### src/hw/rtl/brq_pkg.sv
// Shared types and constants of the ring queue
package brq_pkg;

  localparam int KIND_W      = 2;
  localparam int ENTRY_PORT_W = 32;
  localparam int REQ_W       = 6;
  localparam int STATUS_W    = 2;
  localparam int OCC_W       = 9;
  localparam int SIZE_W      = 4;
  localparam logic [SIZE_W-1:0] SIZE_RESET = 4'd8;

  typedef enum logic [KIND_W-1:0] {
    K_ENQ    = 2'd0,
    K_DEQ    = 2'd1,
    K_CLOSE  = 2'd2,
    K_REOPEN = 2'd3
  } kind_t;

  typedef enum logic [STATUS_W-1:0] {
    ST_DONE      = 2'd0,
    ST_REFUSED   = 2'd1,
    ST_EMPTY     = 2'd2,
    ST_NOT_EMPTY = 2'd3
  } status_t;

  typedef enum logic [1:0] {
    S_IDLE   = 2'd0,
    S_DECODE = 2'd1,
    S_READ   = 2'd2,
    S_LOAD   = 2'd3
  } state_t;

  typedef struct packed {
    logic capture;
    logic exec;
    logic deq_start;
    logic rd_issue;
    logic rd_load;
  } cmd_t;

  typedef struct packed {
    logic deq_go;
    logic out_free;
    logic more;
  } stat_t;

endpackage

### src/hw/rtl/brq_ctrl.sv
// Controller state machine of the ring queue
module brq_ctrl
  import brq_pkg::*;
(
  input  logic  clk,
  input  logic  rst_n,
  input  logic  in_valid,
  output logic  in_ready,
  input  stat_t stat,
  output cmd_t  cmd
);

  state_t state_r;
  state_t state_nxt;

  always_ff @(posedge clk) begin
    if (!rst_n) begin
      state_r <= S_IDLE;
    end else begin
      state_r <= state_nxt;
    end
  end

  always_comb begin
    state_nxt = state_r;
    case (state_r)
      S_IDLE: begin
        if (in_valid) state_nxt = S_DECODE;
      end
      S_DECODE: begin
        if (stat.deq_go) begin
          state_nxt = S_READ;
        end else if (stat.out_free) begin
          state_nxt = S_IDLE;
        end
      end
      S_READ: begin
        state_nxt = S_LOAD;
      end
      S_LOAD: begin
        if (stat.out_free && !stat.more) state_nxt = S_IDLE;
      end
      default: state_nxt = S_IDLE;
    endcase
  end

  always_comb begin
    in_ready = 1'b0;
    cmd      = '0;
    case (state_r)
      S_IDLE: begin
        in_ready    = 1'b1;
        cmd.capture = in_valid;
      end
      S_DECODE: begin
        cmd.deq_start = stat.deq_go;
        cmd.exec      = !stat.deq_go && stat.out_free;
      end
      S_READ: begin
        cmd.rd_issue = 1'b1;
      end
      S_LOAD: begin
        cmd.rd_load  = stat.out_free;
        cmd.rd_issue = stat.out_free && stat.more;
      end
      default: begin
        in_ready = 1'b0;
      end
    endcase
  end

endmodule

### config.mk
export PLATFORM = sky130hd
export DESIGN_NAME = brq_ctrl
export DESIGN_NICKNAME = d
export VERILOG_FILES = /design/src/hw/rtl/brq_pkg.sv /design/src/hw/rtl/brq_ctrl.sv
export SDC_FILE = /design/constraint.sdc
export NUM_CORES = 1
export LEC_CHECK = 0
export ABC_AREA = 1
export BUFFER_PORTS_ARGS = -buffer_cell sky130_fd_sc_hd__buf_4
export CAP_MARGIN = 20
export CORE_AREA = 10 10 47 49
export DETAILED_ROUTE_END_ITERATION = 8
export DIE_AREA = 0 0 57 59
export GPL_ROUTABILITY_DRIVEN = 0
export PLACE_DENSITY_LB_ADDON = 0.08
export SYNTH_ARGS = -nofsm -noshare
export SYNTH_HDL_FRONTEND = slang
export SYNTH_SLANG_ARGS = --single-unit
### constraint.sdc
create_clock -name clk -period 1.7 [get_ports clk]
set_input_delay 0.255 -clock clk [delete_from_list [all_inputs] [get_ports clk]]
set_output_delay 0.255 -clock clk [all_outputs]
set_load 0.05 [all_outputs]
==> qor.yml <==
status:
  outcome: "finished, final reports clean"
synthesis:
  synth_top_area_cell: "dfxtp_1"
  synth_top_area_share_pct: 24.8
  synth_ff_type: "dfxtp_1"
  synthArstFlopShare_pct: 0
  synthTopCellsByCount: "inv_1, nand2_1, nor2_1, a21oi_1, dfxtp_1"
  syn_nets: 36
  ys_ff_latch: 2
  ys_seq_area_share_pct: 24.8
  synth_edf_count: 0
  avgSynthCellArea_um2: 5.38
  synth_area_leaders: "dfxtp_1, inv_1, nand2_1"
  yosys_warnings: 0
  synth_cell_types: 12
  synth_area_um2: 161
  synth_cells: 30
clocking:
  cts_tree: "yes"
  cts-root-buf: "clkbuf_4"
  post-cts-setup-buffers: 0
  cts_htree_levels: 1
  clock_latency_ps: 220
  cts_resized: 0
  cts-buffers-inserted: 3
  cts_hold_buf: 0
  clk_pin_slew_ps: 30
  clock_sinks: 2
  cts_buffer_depth: 2
sta:
  setup_viol: 0
  finalCritPeriodShare_pct: 86.4
  tns_ps: 0
  hold_viol: 0
  worst_pin_slew_ps: 230
  timing.final.max_slew_violations: 0
  min_period_ps: 1470
  slew_headroom_pct: 84.7
  timing.fmax_mhz: 681
  rsz0062_at_grt: "no"
  fin_worst_skew_ps: 2.25
min_path:
  hp-class: "input port to register"
grt:
  grt_max_degree: 7
  antenna_found_initial: 0
  track_usage_pct: 3.75
  grt_pass1_wl_um: 979
  grt_pass1_vias: 244
  globalRouteOverflowTotal: 0
drt:
  drt_iter0_markers: 2
  via_per_inst: 3.58
  drtAntennaViolNets: 0
  drc: 0
  wire_per_inst_um: 9.70
  totalWireLength_um: 582
  vias: 215
  firstDrtPassIters: 2
floorplanning:
  start_util_pct: 11.5
  die-area_um2: 3360
  die_x_um: 57
  fp.coreArea_um2: 1400
  die-height_um: 59
  rows: 14
  io_pins: 12
place:
  hpwl_um: 488
  dp.cells: 57
  placement.io_buffers: 11
layout:
  num_antenna_cells: 0
  nets: 52
  drive_gt1_share_pct: 36.4
  fill_cells: 179
  area_delta_synth_final_pct: 81.4
  final_cells: 60
power_and_ir_drop:
  p_per_area_nw_per_um2: 897
  p_leak_nw: 0.167
  intPower_mw: 0.163
  p_switching_mw: 0.100
  ir_worst_vdd_uv: 199
  switching_share_pct: 38.1
  clkPwrFrac_pct: 39.5
  seq_power_share_pct: 22.8
  comb_power_share_pct: 37.7
worst_setup_path:
  r2r_setup_slack_ps: 700
  cp.arrival_ps: 1210
  path_class: "register to output port"
  cp-end-kind: "output port"
  path_max_fanout: 6
  start_kind: "register"
  crit_required_ps: 1440
job:
  cap_viol_max_count: 0
==> per-stage QoR <==
stage          worst slack, ps  power (mW)  hold slack [ps]  util (%)  area, um2
4_1_cts                    218       0.274              255      20.9        293
3_3_place_gp               474       0.161              482      19.3        270
5_1_grt                    134       0.280              282      20.9        293
6_report                   231       0.263              262      20.9        293
2_1_floorplan            -6.43       0.126              364         -        168
3_5_place_dp               459       0.161              490      19.3        270
==> placed cells by master (no fill, tap or decap), drive strengths merged <==
cell,n
nand2,8
a21oi,2
nor4,1
nand4,1
inv,8
dfxtp,2
nand3,1
buf,11
nor2,4
o21bai,1
nor3,1
clkbuf,3
clkinv,1
==> worst paths after layout <==
check / startpoint / to / cells after the start
min: rst_n / state_r[0] / 3
min reg2reg: state_r[0] / state_r[0] / 3
max: state_r[0] / cmd[2] / 5
max reg2reg: register / register / 5
==> final cells by class <==
| class | instances | area, um2 | area share, % |
|---|---|---|---|
| clock buffer | 3 | 22.5 | 7.69 |
| inverter | 9 | 33.8 | 11.5 |
| multi-input combinational | 19 | 93.8 | 32.1 |
| sequential | 2 | 40.0 | 13.7 |
| tap | 16 | 20.0 | 6.84 |
| timing repair buffer | 11 | 82.6 | 28.2 |
==> routing by layer <==
metal  vias to the layer above  wire (um)  track usage (%)
met5                         -          0                0
met2                         7        276             5.27
met3                         0         56             1.93
met4                         0          0             3.02
met1                        88        249             4.14
li1                        120          -                -
==> power by group through the flow <==
| stage | sequential, mW | combinational, mW | clock (mW) |
|---|---|---|---|
| final | 0.0599 | 0.0991 | 0.104 |
| after global routing | 0.0611 | 0.109 | 0.110 |
| after CTS | 0.0599 | 0.101 | 0.113 |
| after detailed placement | 0.0606 | 0.101 | 0 |
| after global placement | 0.0602 | 0.101 | 0 |
| after floorplan | 0.0586 | 0.0669 | 0 |
==> cells by family after synthesis <==
family          count (synthesis)  synth area share, %
buf+inv                         9                 20.9
simple gates                   16                 43.4
compound gates                  3                 10.9
flops                           2                 24.8
==> critical path, stage by stage (launching register included) <==
cell and delay (ps):
dfxtp_1 420, inv_1 110, nor2_1 130, nand2_1 80, inv_1 50, buf_4 180
(Power assumes the default switching activity.)
